===== src/rtl/core/mafl_pkg.sv =====
// ----------------------------------------------------------------------------
// mafl_pkg: constants and lookup tables for the MPEG audio frame length block
// Holds header field codes, the bitrate and sample rate tables, the length
// multipliers and the reciprocal table used for the exact divide by the rate.
// ----------------------------------------------------------------------------
`default_nettype none

package mafl_pkg;

  localparam logic [31:0] SYNC_MASK = 32'hFFE0_0000;

  // Version codes.
  localparam logic [1:0] VER_MPEG25 = 2'd0;
  localparam logic [1:0] VER_RSV    = 2'd1;
  localparam logic [1:0] VER_MPEG2  = 2'd2;
  localparam logic [1:0] VER_MPEG1  = 2'd3;

  // Layer codes.
  localparam logic [1:0] LAYER_RSV = 2'd0;
  localparam logic [1:0] LAYER_III = 2'd1;
  localparam logic [1:0] LAYER_II  = 2'd2;
  localparam logic [1:0] LAYER_I   = 2'd3;

  // Field widths.
  localparam int KBPS_W  = 9;
  localparam int HZ_W    = 16;
  localparam int MULT_W  = 18;
  localparam int RECIP_W = 14;
  localparam int NUM_W   = 26;
  localparam int QUOT_W  = 12;
  localparam int LEN_W   = 12;

  // The numerator stays below 2**DIV_SHIFT, so a floored reciprocal scaled by
  // 2**DIV_SHIFT gives a quotient estimate that is low by at most one.
  localparam int DIV_SHIFT = NUM_W;
  localparam int PROD_W    = NUM_W + RECIP_W;

  // Length multipliers: 12000 for Layer I, 125 times the samples per frame else.
  localparam logic [MULT_W-1:0] MULT_L1    = 18'd12000;
  localparam logic [MULT_W-1:0] MULT_1152  = 18'd144000;
  localparam logic [MULT_W-1:0] MULT_576   = 18'd72000;

  localparam logic [KBPS_W-1:0] KBPS_TAB [0:4][0:15] = '{
    '{9'd0, 9'd32, 9'd64, 9'd96, 9'd128, 9'd160, 9'd192, 9'd224,
      9'd256, 9'd288, 9'd320, 9'd352, 9'd384, 9'd416, 9'd448, 9'd0},
    '{9'd0, 9'd32, 9'd48, 9'd56, 9'd64, 9'd80, 9'd96, 9'd112,
      9'd128, 9'd160, 9'd192, 9'd224, 9'd256, 9'd320, 9'd384, 9'd0},
    '{9'd0, 9'd32, 9'd40, 9'd48, 9'd56, 9'd64, 9'd80, 9'd96,
      9'd112, 9'd128, 9'd160, 9'd192, 9'd224, 9'd256, 9'd320, 9'd0},
    '{9'd0, 9'd32, 9'd48, 9'd56, 9'd64, 9'd80, 9'd96, 9'd112,
      9'd128, 9'd144, 9'd160, 9'd176, 9'd192, 9'd224, 9'd256, 9'd0},
    '{9'd0, 9'd8, 9'd16, 9'd24, 9'd32, 9'd40, 9'd48, 9'd56,
      9'd64, 9'd80, 9'd96, 9'd112, 9'd128, 9'd144, 9'd160, 9'd0}
  };

  localparam logic [HZ_W-1:0] HZ_TAB [0:3][0:3] = '{
    '{16'd11025, 16'd12000, 16'd8000, 16'd0},
    '{16'd0, 16'd0, 16'd0, 16'd0},
    '{16'd22050, 16'd24000, 16'd16000, 16'd0},
    '{16'd44100, 16'd48000, 16'd32000, 16'd0}
  };

  // floor(2**DIV_SHIFT / rate) for each rate in HZ_TAB.
  localparam logic [RECIP_W-1:0] RECIP_TAB [0:3][0:3] = '{
    '{14'd6086, 14'd5592, 14'd8388, 14'd0},
    '{14'd0, 14'd0, 14'd0, 14'd0},
    '{14'd3043, 14'd2796, 14'd4194, 14'd0},
    '{14'd1521, 14'd1398, 14'd2097, 14'd0}
  };

  function automatic logic [KBPS_W-1:0] lookup_kbps(input logic [1:0] ver,
                                                    input logic [1:0] lay,
                                                    input logic [3:0] idx);
    logic [2:0] row;
    row = 3'd4;
    if (ver == VER_MPEG1) begin
      case (lay)
        LAYER_I:  row = 3'd0;
        LAYER_II: row = 3'd1;
        default:  row = 3'd2;
      endcase
    end else begin
      row = (lay == LAYER_I) ? 3'd3 : 3'd4;
    end
    if (lay == LAYER_RSV || ver == VER_RSV) begin
      return '0;
    end
    return KBPS_TAB[row][idx];
  endfunction

endpackage

`default_nettype wire


===== src/rtl/core/mpeg_audio_frame_length_top.sv =====
// ----------------------------------------------------------------------------
// mpeg_audio_frame_length_top: MPEG audio frame header decoder
// Checks the sync bits of a 32-bit frame header, looks up bitrate and sample
// rate and computes the frame length in bytes in a five-stage pipeline.
// ----------------------------------------------------------------------------
// Usage:
//   The input channel (in_valid, in_ready, header_word) carries one header
//   word per beat, first header byte in bits 31 to 24. The output channel
//   (out_valid, out_ready, frame_bytes, bitrate_kbps, sample_rate_hz,
//   header_ok) returns one result beat per header, in order.
//   Throughput is one header per cycle: each of the five stages holds one
//   item, and a new header enters every cycle while out_ready is high.
//   Stage 1 decodes the fields and does the table lookups, stage 2 forms the
//   numerator bitrate times multiplier, stage 3 multiplies by the reciprocal
//   of the sample rate, stage 4 multiplies the quotient estimate back by the
//   rate, and stage 5 corrects the estimate by one, adds padding and scales
//   Layer I lengths by four into the output register.
//   A synchronous reset on rst empties every stage; results in flight are
//   dropped. When the receiver stalls, the whole pipeline holds and in_ready
//   falls until the waiting result is taken, so nothing is lost or repeated.
//   A header whose sync bits are not all set, or whose sample rate is
//   reserved, yields header_ok low and a frame length of zero.
// ----------------------------------------------------------------------------
`default_nettype none

module mpeg_audio_frame_length_top (
  input  wire logic        clk,
  input  wire logic        rst,
  input  wire logic        in_valid,
  output logic             in_ready,
  input  wire logic [31:0] header_word,
  output logic             out_valid,
  input  wire logic        out_ready,
  output logic [11:0]      frame_bytes,
  output logic [8:0]       bitrate_kbps,
  output logic [15:0]      sample_rate_hz,
  output logic             header_ok
);

  // Side information that travels with each item through the pipeline.
  typedef struct packed {
    logic [mafl_pkg::KBPS_W-1:0] kbps;
    logic [mafl_pkg::HZ_W-1:0]   hz;
    logic                        pad;
    logic                        layer1;
    logic                        ok;
  } side_t;

  // The pipeline advances as a whole whenever the output slot is free or
  // being emptied in this cycle.
  logic advance;
  assign advance  = !out_valid || out_ready;
  assign in_ready = advance;

  logic v1, v2, v3, v4;
  side_t side1, side2, side3, side4;

  logic [mafl_pkg::MULT_W-1:0]  mult1;
  logic [mafl_pkg::RECIP_W-1:0] recip1, recip2;
  logic [mafl_pkg::NUM_W-1:0]   num2, num3, num4;
  logic [mafl_pkg::QUOT_W-1:0]  quot3, quot4;
  logic [mafl_pkg::NUM_W-1:0]   back4;

  // Stage 1 decode.
  logic [1:0] ver_c, lay_c, fidx_c;
  logic [3:0] bidx_c;
  logic       sync_c;
  side_t      side1_next;
  logic [mafl_pkg::MULT_W-1:0]  mult1_next;
  logic [mafl_pkg::RECIP_W-1:0] recip1_next;

  always_comb begin
    ver_c  = header_word[20:19];
    lay_c  = header_word[18:17];
    bidx_c = header_word[15:12];
    fidx_c = header_word[11:10];
    sync_c = (header_word & mafl_pkg::SYNC_MASK) == mafl_pkg::SYNC_MASK;

    side1_next.pad    = header_word[9];
    side1_next.layer1 = (lay_c == mafl_pkg::LAYER_I);
    if (sync_c) begin
      side1_next.kbps = mafl_pkg::lookup_kbps(ver_c, lay_c, bidx_c);
      side1_next.hz   = mafl_pkg::HZ_TAB[ver_c][fidx_c];
      recip1_next     = mafl_pkg::RECIP_TAB[ver_c][fidx_c];
    end else begin
      side1_next.kbps = '0;
      side1_next.hz   = '0;
      recip1_next     = '0;
    end
    side1_next.ok = (side1_next.hz != '0);

    if (lay_c == mafl_pkg::LAYER_I) begin
      mult1_next = mafl_pkg::MULT_L1;
    end else if (lay_c == mafl_pkg::LAYER_II || ver_c == mafl_pkg::VER_MPEG1) begin
      mult1_next = mafl_pkg::MULT_1152;
    end else begin
      mult1_next = mafl_pkg::MULT_576;
    end
  end

  // Arithmetic for stages 2 to 5.
  localparam int BACK_W = mafl_pkg::QUOT_W + mafl_pkg::HZ_W;
  localparam int NUMF_W = mafl_pkg::KBPS_W + mafl_pkg::MULT_W;

  logic [NUMF_W-1:0]            num_full_c;
  logic [mafl_pkg::PROD_W-1:0]  prod_c;
  logic [BACK_W-1:0]            back_full_c;
  logic [mafl_pkg::NUM_W-1:0]   rem_c;
  logic [mafl_pkg::QUOT_W-1:0]  quot_fix_c, quot_pad_c;
  logic [mafl_pkg::LEN_W-1:0]   len_c;

  always_comb begin
    num_full_c  = NUMF_W'(side1.kbps) * NUMF_W'(mult1);
    prod_c      = mafl_pkg::PROD_W'(num2) * mafl_pkg::PROD_W'(recip2);
    back_full_c = BACK_W'(quot3) * BACK_W'(side3.hz);
    // The estimate never exceeds the true quotient, so the remainder is
    // non-negative and at most one more rate step is missing.
    rem_c       = num4 - back4;
    quot_fix_c  = quot4 + mafl_pkg::QUOT_W'(rem_c >= mafl_pkg::NUM_W'(side4.hz));
    quot_pad_c  = quot_fix_c + mafl_pkg::QUOT_W'(side4.pad);
    if (!side4.ok) begin
      len_c = '0;
    end else if (side4.layer1) begin
      len_c = {quot_pad_c[mafl_pkg::LEN_W-3:0], 2'b00};
    end else begin
      len_c = quot_pad_c;
    end
  end

  always_ff @(posedge clk) begin
    if (rst) begin
      v1        <= 1'b0;
      v2        <= 1'b0;
      v3        <= 1'b0;
      v4        <= 1'b0;
      out_valid <= 1'b0;
    end else if (advance) begin
      v1        <= in_valid;
      v2        <= v1;
      v3        <= v2;
      v4        <= v3;
      out_valid <= v4;
    end
  end

  always_ff @(posedge clk) begin
    if (advance) begin
      side1  <= side1_next;
      mult1  <= mult1_next;
      recip1 <= recip1_next;

      side2  <= side1;
      num2   <= num_full_c[mafl_pkg::NUM_W-1:0];
      recip2 <= recip1;

      side3  <= side2;
      num3   <= num2;
      quot3  <= prod_c[mafl_pkg::DIV_SHIFT +: mafl_pkg::QUOT_W];

      side4  <= side3;
      num4   <= num3;
      quot4  <= quot3;
      back4  <= back_full_c[mafl_pkg::NUM_W-1:0];

      frame_bytes    <= len_c;
      bitrate_kbps   <= side4.kbps;
      sample_rate_hz <= side4.hz;
      header_ok      <= side4.ok;
    end
  end

  // A rejected header never reports a length.
  a_bad_no_length: assert property (@(posedge clk) disable iff (rst)
    (out_valid && !header_ok) |-> (frame_bytes == '0))
    else $error("frame length reported for a rejected header");

  // header_ok follows a valid sample rate exactly.
  a_ok_matches_rate: assert property (@(posedge clk) disable iff (rst)
    out_valid |-> (header_ok == (sample_rate_hz != '0)))
    else $error("header_ok disagrees with sample rate");

  // The longest legal frame is 2881 bytes.
  a_length_range: assert property (@(posedge clk) disable iff (rst)
    out_valid |-> (frame_bytes <= 12'd2881))
    else $error("frame length out of range");

  // A stage that holds during a stall keeps its valid bit.
  a_stall_holds: assert property (@(posedge clk) disable iff (rst)
    (!advance && v4) |=> v4)
    else $error("pipeline item lost during stall");

endmodule

`default_nettype wire


===== config.mk =====
export PLATFORM = sky130hd
export DESIGN_NAME = mpeg_audio_frame_length_top
export DESIGN_NICKNAME = d
export VERILOG_FILES = /design/src/rtl/core/mafl_pkg.sv /design/src/rtl/core/mpeg_audio_frame_length_top.sv
export SDC_FILE = /design/constraint.sdc
export NUM_CORES = 1
export LEC_CHECK = 0
export BUFFER_PORTS_ARGS = -buffer_cell sky130_fd_sc_hd__buf_2
export CORE_MARGIN = 1
export CORE_UTILIZATION = 25
export DETAILED_ROUTE_END_ITERATION = 10
export MAX_ROUTING_LAYER = met4
export PLACE_DENSITY_LB_ADDON = 0.2
export RECOVER_POWER = 100
export SYNTH_ARGS = -nofsm -noshare
export SYNTH_HDL_FRONTEND = slang
export SYNTH_SLANG_ARGS = --single-unit

===== constraint.sdc =====
create_clock -name clk -period 9.6 [get_ports clk]
set_clock_uncertainty 0.05 [all_clocks]
set_input_delay 1.44 -clock clk [delete_from_list [all_inputs] [get_ports clk]]
set_output_delay 1.44 -clock clk [all_outputs]
set_load 0.05 [all_outputs]

=== Yosys cells after proc, flatten, opt, wreduce, memory -nomap -nowiden ===
Memories as Yosys holds them, arrays and structs flattened.
Index checks and enable logic that the tools add are counted.

* Memories: 1
* Register bits after elaboration: 329
* Output and inout bits: 40
* Word-level logic and storage cells: 96
* Memory bits (read-only): 1,152
* Bits of input ports: 36

* Multiply operators: 3
* Order comparisons: 5
* Reduce and logical (&&, ||, !) cells: 7
* Mux-type cells: 28
* Eq/ne operators: 5
* Bitwise logic cells: 5
* $add $sub $neg: 3

{| class="wikitable"
|+ Memory list
! memory !! words !! bits a word !! read ports !! clocked after Yosys merged registers in !! write ports !! RTL line !! source
|-
| (name not given) || 8 || 144 || 1 || 0 || 0 || mafl_pkg.sv:88 || <nowiki>return KBPS_TAB[row][idx];</nowiki>
|}

{| class="wikitable"
|+ Operator list
! kind !! number
|-
| $mux 144 || 2
|-
| $bmux 64 s2 || 1
|-
| $mux 64 || 2
|-
| $bmux 56 s2 || 1
|-
| $mux 56 || 2
|-
| $mux 16 || 3
|-
| $mul 26x14->38 || 1
|-
| $bmux 9 s4 || 1
|-
| $mux 9 || 4
|-
| $bmux 16 s2 || 1
|-
| $bmux 14 s2 || 1
|-
| $mux 14 || 2
|-
| $ge 26x16->1 || 1
|-
| $mul 12x16->26 || 1
|-
| $mul 9x18->26 || 1
|-
| $sub 26x26->26 || 1
|-
| $add 12x1->12 || 2
|-
| $mux 18 || 1
|-
| $reduce_bool 16->1 || 1
|-
| $mux 12 || 1
|-
| $eq 11x11->1 const B || 1
|-
| $mux 3 || 3
|-
| $eq 2x2->1 const B || 3
|-
| $ge 3x3->1 const B || 2
|-
| other kinds (13) || 17
|}

=== Logic depth before layout (Yosys ltp) ===
Gate-level depths: netlist (run 1).

* Depth after elaboration: 12
* Mapped depth: 27

=== Worst setup path before layout (run 1) ===
Ideal clock, no wire load.

* Kind: input port to output port
* From: input port out_ready
* To: output port in_ready
* Stages on the path: 2
* Arrival: 9.221 ns
* Buffers on the path: 1
* Setup slack: -1.111 ns
* Cells stage by stage: nand2b_1 -> clkbuf_1

* Cells in the longest elaborated chain, start to end: 1

{| class="wikitable"
|+ Ends and longest elaborated chain
! what !! RTL line !! source
|-
| start, declared || mpeg_audio_frame_length_top.sv:33 || <nowiki>input wire logic out_ready,</nowiki>
|-
| $logic_or 1x1->1 || mpeg_audio_frame_length_top.sv:52 || <nowiki>assign advance = !out_valid || out_ready;</nowiki>
|-
| end, declared || mpeg_audio_frame_length_top.sv:30 || <nowiki>output logic in_ready,</nowiki>
|}

Every way passes these cells.

=== Final worst setup path (run 1) ===
* From: input port out_ready
* To: register side2[8] (netlist bit), enable pin

* Cells in the longest elaborated chain, start to end: 1

{| class="wikitable"
|+ Ends and longest elaborated chain
! what !! RTL line !! source
|-
| $logic_or 1x1->1 || mpeg_audio_frame_length_top.sv:52 ||
|-
| end signal, assigned || mpeg_audio_frame_length_top.sv:152 || <nowiki>side2 <= side1;</nowiki>
|-
| end, declared || mpeg_audio_frame_length_top.sv:56 || <nowiki>side_t side1, side2, side3, side4;</nowiki>
|}

Every way passes these cells.
A chain may end at the register's enable or synchronous reset.

==> results of run 1 <==
==> sequential cells by signal, indices dropped and copies added, names as in the netlist, 14 cells and up <==
signal          flops
num3               18
num2               18
back4              26
recip2             14
num4               18
side2              23
side4              23
sample_rate_hz     14
side3              23
side1              23
recip1             14
==> final timing paths <==
path	slack, ns	from	to	depth (start not counted)
worst max register to register	2.64	num2[13]$_DFFE_PP_	quot3[11]$_DFFE_PP_	20
worst max-delay path	2.30	out_ready	side2[8]$_DFFE_PP_	4
worst min register to register	0.36	side1[2]$_DFFE_PP_	side2[2]$_DFFE_PP_	0
worst min-delay path	0.36	side1[2]$_DFFE_PP_	side2[2]$_DFFE_PP_	0
==> metrics by stage <==
step / total power, mW / area, um2
floorplan: 1.54 / 26200
global placement: 1.61 / 28000
detailed placement: 1.62 / 28000
CTS: 3.00 / 29200
global route: 3.07 / 29000
finish: 2.95 / 29000
==> power groups by stage <==
stage / clock network, mW / logic [mW] / registers [mW]
3_3_place_gp: 0 / 0.247 / 1.37
2_1_floorplan: 0 / 0.188 / 1.35
6_report: 1.36 / 0.243 / 1.34
5_1_grt: 1.45 / 0.273 / 1.35
3_5_place_dp: 0 / 0.250 / 1.37
4_1_cts: 1.41 / 0.252 / 1.34
==> cell usage after synthesis, drive strengths merged, types with 5 or more instances <==
master / number / share of area [%]
nor2: 82 / 1.2
nor3: 23 / 0.48
nand2: 321 / 4.6
xor2: 26 / 0.87
nand4: 16 / 0.41
nor4: 6 / 0.17
mux2i: 14 / 0.54
nand2b: 14 / 0.33
a21oi: 97 / 1.9
clkbuf: 84 / 1.2
o22ai: 7 / 0.17
buf: 10 / 0.22
o31ai: 7 / 0.22
and3: 14 / 0.33
xnor2: 47 / 1.6
edfxtp: 263 / 30
fa: 348 / 27
o21bai: 7 / 0.20
or3: 5 / 0.12
nor2b: 17 / 0.41
inv: 463 / 6.6
a31oi: 13 / 0.39
ha: 234 / 11
o221ai: 6 / 0.20
a221oi: 5 / 0.17
o21ai: 51 / 0.98
o21a: 12 / 0.34
dfxtp: 5 / 0.38
nand3: 18 / 0.34
a211oi: 9 / 0.26
a21o: 20 / 0.57
and2: 195 / 4.7
==> layout make-up <==
cell class,count,area share [%]
Multi-Input combinational cell,1678,55.2
Sequential cell,268,27.6
Inverter,463,5.99
Tap cell,1380,5.95
Clock buffer,41,3.35
Timing Repair Buffer,77,1.11
Clock inverter,20,0.789
Antenna cell,1,0.00862
==> kinds of logic after synthesis <==
family | count (synthesis)
AOI/OAI and AO/OA | 276
buffers and inverters | 557
DFF | 268
muxes | 14
adders and majority gates | 582
other | 1
and+or+nand+nor | 729
xor gates and xnor gates | 73
==> routing by layer <==
metal / vias to the layer above / global-route usage (%)
met5: - / -
met4: 0 / 2.59
met3: 56 / 1.70
met2: 309 / 21.2
met1: 8788 / 16.6
li1: 8101 / -
==> results by group, run 1 <==
Final layout
  • Final Non-Filler Cells: 3,928
  • Layout area overhead: 11.0%
  • Most frequent cells in the layout: inv_1, fa_1, nand2_1
  • Multi-input gate area: 16,000 um2
  • Final design utilization: 28.0%
  • Final #Nets: 3,140
  • Reg area: 8000 um2
  • Fillers: 10.9k
  • Commonest non-fill, non-tap cell in the layout: inv_1
  • Share of cells above drive strength 1: 3.69%

Die
  • Placeable Area: 104,000 um2
  • Die area: 106,000 um2
  • Initial Util: 25.2%
  • I/O pin count: 76
  • DIE WIDTH: 325 um
  • Rows: 118
  • Die height: 325 um

Clock network
  • Clock buffer depth: 3
  • Clk Latency, worst-skew pair: 0.55 ns
  • Htree depth: 2
  • Worst-path clk slew: 0.06 ns
  • Post-CTS Hold Fix Bufs: 0
  • Post CTS Setup Buffer Count: 0
  • CTS buffer count: 34
  • Sink Count: 268
  • CTS tree: done
  • Clk root buf: clkbuf_16
  • CTS resizes: 0

Setup path
  • CP Max Fanout: 160
  • Worst path slowest cell: clkbuf_2
  • CP top delay family: buffers and inverters
  • CP peak stage delay: 2.81 ns
  • CP Class: in2reg
  • Buffers & Inverters on Critical Path: 3
  • Worst Setup Start Kind: input port
  • Required time worst endpoint: 9.71 ns
  • CP Capture Type: register
  • Crit path DAT: 7.41 ns
  • CP Cell Sequence: buf_2, nand2b_1, clkbuf_2, buf_4

STA
  • Final Max Tran Viols: 221
  • Final Hold Fails: 0
  • Final setup violation count: 0
  • Fmax: 0.137 GHz
  • Fin crit share: 76.0%
  • Worst-margin pin slew: 4.01 ns
  • Max_slew headroom: -167%
  • Min Clock Period, post-route: 7.30 ns
  • Setup TNS: 0 ns
  • RSZ-0062 raised after global routing: false
  • Final setup margin: 2.30 ns
  • Fin Hold WS: 0.362 ns

Detailed routing
  • Wl on met1: 29,700 um
  • DRT antenna net count: 0
  • Top layer in use: met4
  • Via Count: 17.3k
  • Met3 WL: 2410 um
  • Met2 wire len: 30,800 um
  • DRC Markers: 0
  • Post-Route WL: 63,900 um
  • Drt via density: 4.39
  • Drt wl/cell: 16.3 um
  • Initial drt markers: 962
  • 1st-pass router iterations: 5

Pwr
  • Leak pwr: 13.7 nW
  • Power Density: 102 nW/um2
  • Sequential power share: 45.6%
  • Pint: 2.23 mW
  • Combinational Power Share: 8.2%
  • Switching Share: 24.2%
  • Switch Pwr: 0.715 mW
  • Clock share of power: 46.2%
  • VDD IR-drop max: 107 uV

Synthesis
  • Mux share of post-synthesis cell area: 0.536%
  • Syn avg cell area: 10.5 um2
  • Adder-Cell Fraction of Synth Area: 37.8%
  • Synth warn: 0
  • Count of cell types in the netlist: 71
  • Mapped Cells: 2,500
  • Simple-gate share of the synthesized area: 13.6%
  • Share of synthesized registers carrying an async set or reset: 0%
  • Synth Area in XOR/XNOR: 2.44%
  • Largest family of logic cells by synthesized area: adder cells
  • Yosys reg bits: 268
  • Number of synthesized flops with an enable pin: 263
  • Seq/Total Area, Yosys: 30.6%
  • Post-Syn Area: 26,200 um2
  • Compound-gate portion of the synthesized area: 6.89%
  • Ys flop type: edfxtp_1

Global routing
  • First-pass GRT wire length: 104,000 um
  • Overall routing resource usage: 12.8%
  • GR Overflow Total: 0
  • Largest net degree at the start of global routing: 161
  • Vias in the first global route: 18.6k
  • Initial antenna violation count: 6

Min path
  • Min-delay worst type: reg2reg

Place
  • DP Worst Slack: 2.66 ns
  • Placed insts: 3,866
  • Port bufs: 61
  • Placed wire-length estimate: 48,000 um
  • RD Place Congestion: 0.866

Job
  • Number of max-cap violations: 2

Outcome
  • Status: complete, but fails checks
  • Failing checks: capacitance limit, slew limit
Power figures use the tool's default switching activity.
==> inputs of run 2 (changes only) <==
==> constraint.sdc (replaced) <==
create_clock -name clk -period 6.2 [get_ports clk]
set_clock_uncertainty 0.05 [all_clocks]
set_input_delay 0.93 -clock clk [delete_from_list [all_inputs] [get_ports clk]]
set_output_delay 0.93 -clock clk [all_outputs]
set_load 0.05 [all_outputs]
==> results by group, run 2 (synthesis gave the netlist of run 1 again) <==
Outcome
  • Status: complete, but fails checks
  • Failing checks: capacitance limit, slew limit

STA
  • Fin Hold WS: 0.359 ns (-0.00261 ns)
  • Worst-margin pin slew: 3.55 ns (-0.463 ns)
  • Fmax: 0.169 GHz
  • Max_slew headroom: -137% (+31 points)
  • Final Max Tran Viols: 229 (+3.6%)
  • Fin crit share: 95.2%
  • Final Hold Fails: 0 (unchanged)
  • Min Clock Period, post-route: 5.90 ns
  • Final setup violation count: 0 (unchanged)

Global routing
  • Initial antenna violation count: 3 (-3)
  • Grt met2 use: 22.2% (+1.0 points)
  • First-pass GRT wire length: 103,000 um (-0.93%)
  • Busiest grt layer: met2
  • Vias in the first global route: 19.0k (+2.4%)
  • GR Overflow Total: 0 (unchanged)
  • Met1 GRT Util: 15.3% (-1.3 points)
  • Largest net degree at the start of global routing: 143 (-11%)
  • Overall routing resource usage: 12.6% (-0.21 points)
  • Routing usage on met3: 1.57% (-0.13 points)

Final layout
  • Design area: 29,400 um2 (+1.2%)
  • Final design utilization: 28.3% (+0.32 points)
  • Antenna Cells: 0 (-1)
  • Layout area overhead: 12.3%
  • Most flops, register: back4
  • Most frequent cells in the layout: inv_1, fa_1, nand2_1
  • Share of cells above drive strength 1: 5.99% (+2.3 points)
  • Commonest non-fill, non-tap cell in the layout: inv_1
  • Max reg flops: 26 (unchanged)
  • Final #Nets: 3,217 (+2.5%)

Min path
  • Min-delay worst type: reg2reg
  • Min-Delay Path Depth: 0 (unchanged)

Setup path
  • CP Max Fanout: 10 (-94%)
  • CP most frequent cell: fa_1
  • Worst path slowest cell: fa_1
  • CP Capture Type: register
  • Crit path DAT: 6.18 ns (-1.23 ns)
  • Required time worst endpoint: 6.47 ns (-3.24 ns)
  • CP peak stage delay: 0.51 ns (-2.30 ns)
  • Worst Setup Start Kind: register
  • Worst Reg-to-Reg Cells: 22 (+10%)
  • CP Class: reg2reg
  • CP Cell Sequence: buf_4, and2_1, fa_1, inv_1, fa_1, inv_1, fa_1, fa_1, fa_1, inv_1, fa_1, inv_1, ha_1, a21oi_1, o21ai_0, a21oi_1, o221ai_1, buf_4, a21oi_1, o21bai_1, a21oi_1, xnor2_1

Detailed routing
  • Drt wl/cell: 15.8 um (-2.9%)
  • Drt via density: 4.36 (-0.81%)
  • DRT antenna net count: 0 (unchanged)
  • DRC Markers: 0 (unchanged)
  • Via Count: 17.4k (+1.0%)
  • 1st-pass router iterations: 5 (unchanged)
  • Post-Route WL: 63,200 um (-1.1%)
  • Initial drt markers: 998 (+3.7%)

Die
  • I/O pin count: 76 (unchanged)
  • Die area: 106,000 um2 (unchanged)
  • DIE WIDTH: 325 um (unchanged)
  • Placeable Area: 104,000 um2 (unchanged)
  • Rows: 118 (unchanged)
  • Initial Util: 25.2% (unchanged)
  • Die height: 325 um (unchanged)

Clock network
  • CTS buffer count: 30 (-12%)
  • Sink Count: 268 (unchanged)
  • Worst-path clk slew: 0.06 ns (about the same)
  • Clock buffer depth: 3 (unchanged)
  • Clk Latency, worst-skew pair: 0.59 ns (+0.04 ns)
  • Post-CTS Hold Fix Bufs: 0 (unchanged)
  • CTS tree: done
  • Clk root buf: clkbuf_16
  • Htree depth: 1 (-1)

Pwr
  • Pint: 3.13 mW (+40%)
  • Switching Share: 25.3% (+1.1 points)
  • Combinational Power Share: 10.3% (+2.1 points)
  • VDD IR-drop max: 196 uV (+82%)
  • Sequential power share: 49.2% (+3.6 points)
  • Leak pwr: 13.9 nW (+1.7%)
  • Clock share of power: 40.5% (-5.7 points)
  • Switch Pwr: 1.06 mW (+49%)
  • Power Density: 143 nW/um2 (+41%)
  • Overall Power: 4.20 mW (+42%)

Job
  • Number of max-cap violations: 3 (+1)

Place
  • Port bufs: 61 (unchanged)
  • RD Place Congestion: 0.852 (-1.6%)
  • Placed wire-length estimate: 52,000 um (+8.3%)
  • Placed Area: 28,500 um2 (+2.0%)
==> run 2: cell count changes in the layout (fill, tap and decap cells not counted), moves of 3 or more <==
cell / change
buf_4: +66
bufinv_16: -3
clkbuf_16: -7
o21ai_0: -3
clkbuf_1: +14
clkinvlp_4: +3
clkinv_1: +3
and2_0: -4
inv_6: -3
o21ai_1: +3
and2_1: +4
==> run 2: per-layer routing <==
| layer | vias up | wire (um) |
|---|---|---|
| li1 | 8254 | - |
| met1 | 8772 | 27900 |
| met2 | 319 | 31700 |
| met3 | 88 | 2200 |
| met4 | 0 | 1420 |
| met5 | - | 0 |
==> run 2: worst paths after layout <==
check                       from                   to  slack (ns)
min          side1[10]$_DFFE_PP_  side2[10]$_DFFE_PP_        0.36
max reg2reg  recip2[3]$_DFFE_PP_   quot3[5]$_DFFE_PP_        0.30
max          recip2[3]$_DFFE_PP_   quot3[5]$_DFFE_PP_        0.30
min reg2reg  side1[10]$_DFFE_PP_  side2[10]$_DFFE_PP_        0.36
==> run 2: power groups by stage <==
stage	Combinational (mW)	Sequential, mW	Clock, mW
finish	0.430	2.06	1.70
global route	0.479	2.07	1.84
CTS	0.426	2.07	1.79
detailed placement	0.423	2.10	0
floorplan	0.291	2.09	0
global placement	0.415	2.10	0
==> run 2: what timing repair did <==
item | 4_1_cts | 5_1_grt
setup endpoints to repair | 1 | 16
setup buffers | 0 | 7
pin swaps | 0 | 7
resized for setup | 1 | 10
endpoints found under the hold margin | 0 | 0
==> run 2: area by class of cell <==
type                            instances  area, um2
Inverter                              463       1740
Sequential cell                       268       8000
Clock buffer                           34        787
Clock inverter                         20        146
Tap cell                             1380       1730
Multi-Input combinational cell       1678      16100
Fill cell                           11000      74300
Timing Repair Buffer                  158        878
==> run 2: through the flow <==
step | worst slack (ns) | setup TNS (ns) | std cells
floorplan | 0.454 | 0 | 2503
global placement | 0.114 | 0 | 3940
detailed placement | -0.0147 | -0.0147 | 3940
CTS | 0.0535 | 0 | 3994
global route | -0.00118 | -0.00118 | 4001
finish | 0.297 | 0 | 4001
==> run 2: worst max-delay path: cells and delay by family, from the launching register on <==
family,cells,cell delay (ns)
flip-flops,1,0.47
XOR/XNOR,1,0.10
AND/OR/NAND/NOR,1,0.17
buffers and inverters,6,0.56
AO/OA/AOI/OAI,7,1.06
adder cells (fa/ha/maj),7,3.24
==> inputs of run 3 (changes only) <==
--- a/config.mk
+++ b/config.mk
@@ -5,10 +5,10 @@
 export SDC_FILE = /design/constraint.sdc
 export NUM_CORES = 1
 export LEC_CHECK = 0
-export BUFFER_PORTS_ARGS = -buffer_cell sky130_fd_sc_hd__buf_2
 export CORE_MARGIN = 1
 export CORE_UTILIZATION = 25
 export DETAILED_ROUTE_END_ITERATION = 10
+export DONT_BUFFER_PORTS = 1
 export MAX_ROUTING_LAYER = met4
 export PLACE_DENSITY_LB_ADDON = 0.2
 export RECOVER_POWER = 100
==> results by group, run 3 (synthesis gave the netlist of run 1 again) <==
Outcome
  • Status: complete, but fails checks
  • Failing checks: capacitance limit, slew limit

Pwr
  • Sequential power share: 48.7% (-0.5 points)
  • Clock share of power: 42.5% (+2.0 points)
  • Combinational Power Share: 8.8% (-1.5 points)
  • Switch Pwr: 1.04 mW (-2.2%)
  • Switching Share: 24.2% (-1.1 points)
  • Pint: 3.25 mW (+3.9%)
  • VDD IR-drop max: 198 uV (+1.0%)
  • Leak pwr: 13.8 nW (-0.80%)
  • Power Density: 147 nW/um2 (+2.7%)

Clock network
  • CTS buffer count: 31 (+3.3%)
  • Clock buffer depth: 3 (unchanged)
  • Worst-path clk slew: 0.06 ns (about the same)
  • CTS tree: done
  • Sink Count: 268 (unchanged)
  • Clk Latency, worst-skew pair: 0.58 ns (about the same)
  • Htree depth: 1 (unchanged)
  • Clk root buf: clkbuf_16
  • Post-CTS Hold Fix Bufs: 0 (unchanged)

Die
  • Rows: 118 (unchanged)
  • Die height: 325 um (unchanged)
  • DIE WIDTH: 325 um (unchanged)
  • I/O pin count: 76 (unchanged)
  • Placeable Area: 104,000 um2 (unchanged)
  • Die area: 106,000 um2 (unchanged)
  • Initial Util: 25.2% (unchanged)

Final layout
  • Most flops, register: back4
  • Commonest non-fill, non-tap cell in the layout: inv_1
  • Final design utilization: 28.2% (-0.092 points)
  • Most frequent cells in the layout: inv_1, fa_1, nand2_1
  • Share of cells above drive strength 1: 5.00% (-0.99 points)
  • Max reg flops: 26 (unchanged)
  • Final #Nets: 3,153 (-2.0%)
  • Layout area overhead: 11.9%

Detailed routing
  • DRC Markers: 0 (unchanged)
  • DRT antenna net count: 0 (unchanged)
  • Via Count: 17.2k (-1.3%)
  • Initial drt markers: 866 (-13%)
  • Post-Route WL: 63,300 um (+0.12%)
  • 1st-pass router iterations: 6 (+1)
  • Drt wl/cell: 16.1 um (+1.7%)
  • Drt via density: 4.37 (+0.22%)

STA
  • Max_slew headroom: -151% (-14 points)
  • Fin Hold WS: 0.360 ns (+0.000621 ns)
  • Fmax: 0.168 GHz (-0.75%)
  • Final setup margin: 0.252 ns (-0.0448 ns)
  • Final setup violation count: 0 (unchanged)
  • Min Clock Period, post-route: 5.95 ns (+0.0448 ns)
  • Setup TNS: 0 ns (unchanged)
  • Final Hold Fails: 0 (unchanged)
  • Final Max Tran Viols: 276 (+21%)
  • Worst-margin pin slew: 3.76 ns (+0.212 ns)
  • Fin crit share: 95.9% (+0.72 points)

Min path
  • Min-delay worst type: reg2reg

Setup path
  • Worst Setup Start Kind: register
  • CP Max Fanout: 10 (unchanged)
  • Crit path DAT: 6.22 ns (+0.04 ns)
  • CP Class: reg2reg
  • CP Capture Type: register
  • Required time worst endpoint: 6.47 ns (about the same)

Job
  • Number of max-cap violations: 4 (+1)

Global routing
  • GR Overflow Total: 0 (unchanged)
  • Initial antenna violation count: 2 (-1)
  • First-pass GRT wire length: 102,000 um (-1.4%)
  • Vias in the first global route: 18.7k (-1.4%)
  • Largest net degree at the start of global routing: 148 (+3.5%)
  • Overall routing resource usage: 12.4% (-0.11 points)

Place
  • DP Worst Slack: 0.0282 ns (+0.0429 ns)
  • Port bufs: 0 (-100%)
  • Placed wire-length estimate: 51,700 um (-0.65%)
  • RD Place Congestion: 0.868 (+1.9%)
-- run 3: cell count changes in the layout (fill, tap and decap cells not counted), moves of 4 or more --
cell	change
buf_12	+7
buf_2	-22
clkbuf_1	-32
clkinvlp_4	-5
buf_4	-17
clkinv_1	+4
-- run 3: path summary, 6_finish.rpt --
check                                        start             endpoint  slack [ns]  cells after the start
worst max-delay path            num2[21]$_DFFE_PP_  quot3[11]$_DFFE_PP_        0.25                     19
worst min-delay path            side2[9]$_DFFE_PP_   side3[9]$_DFFE_PP_        0.36                      0
worst max register to register  num2[21]$_DFFE_PP_  quot3[11]$_DFFE_PP_        0.25                     19
worst min register to register  side2[9]$_DFFE_PP_   side3[9]$_DFFE_PP_        0.36                      0
-- run 3: area by class of cell --
| cell class | count | area [um2] |
|---|---|---|
| multi-input cells | 1678 | 16100 |
| flip-flops and latches | 268 | 8000 |
| well taps | 1380 | 1730 |
| diodes | 1 | 2.50 |
| clock buffers | 36 | 795 |
| inverters | 463 | 1740 |
| fillers | 10900 | 74400 |
| clock inverters | 21 | 213 |
| repair buffers | 93 | 671 |
-- run 3: critical path, stage by stage (launching register included) --
cell,delay [ns]
edfxtp_1,0.55
clkbuf_1,0.51
and2_1,0.23
fa_1,0.44
fa_1,0.54
inv_1,0.05
fa_1,0.47
fa_1,0.51
inv_1,0.05
fa_1,0.46
ha_1,0.30
ha_1,0.36
a21o_1,0.19
a21oi_1,0.20
nor2b_1,0.07
a21oi_1,0.17
a31oi_1,0.12
buf_4,0.15
mux2i_1,0.16
nand4_1,0.10
-- run 3: per-layer routing --
metal  vias to the layer above  share of wire (%)  global-route usage, %
met5                         -                  0                      -
met4                         0                2.8                   3.37
met3                        97                3.2                   1.55
met2                       301                 49                   21.3
met1                      8688                 45                   15.4
li1                       8119                  -                      -
-- run 3: timing repair --
action | 4_1_cts | 5_1_grt
endpoints found under the hold margin | 0 | 0
gates resized for setup | 0 | 20
endpoints found under the setup margin | 0 | 15
buffers inserted | 0 | 7
-- run 3: power groups by stage --
stage | sequential, mW | combinational, mW | clock, mW
2_1_floorplan | 2.09 | 0.291 | 0
3_3_place_gp | 2.13 | 0.363 | 0
3_5_place_dp | 2.13 | 0.367 | 0
4_1_cts | 2.09 | 0.370 | 1.90
5_1_grt | 2.10 | 0.421 | 1.96
6_report | 2.09 | 0.378 | 1.82
-- run 3: metrics by stage --
step                total power [mW]  instances  cell area (um2)
floorplan                       2.38       2503            26200
global placement                2.49       3875            28200
detailed placement              2.50       3875            28200
CTS                             4.36       3932            29200
global route                    4.47       3940            29300
finish                          4.29       3940            29300
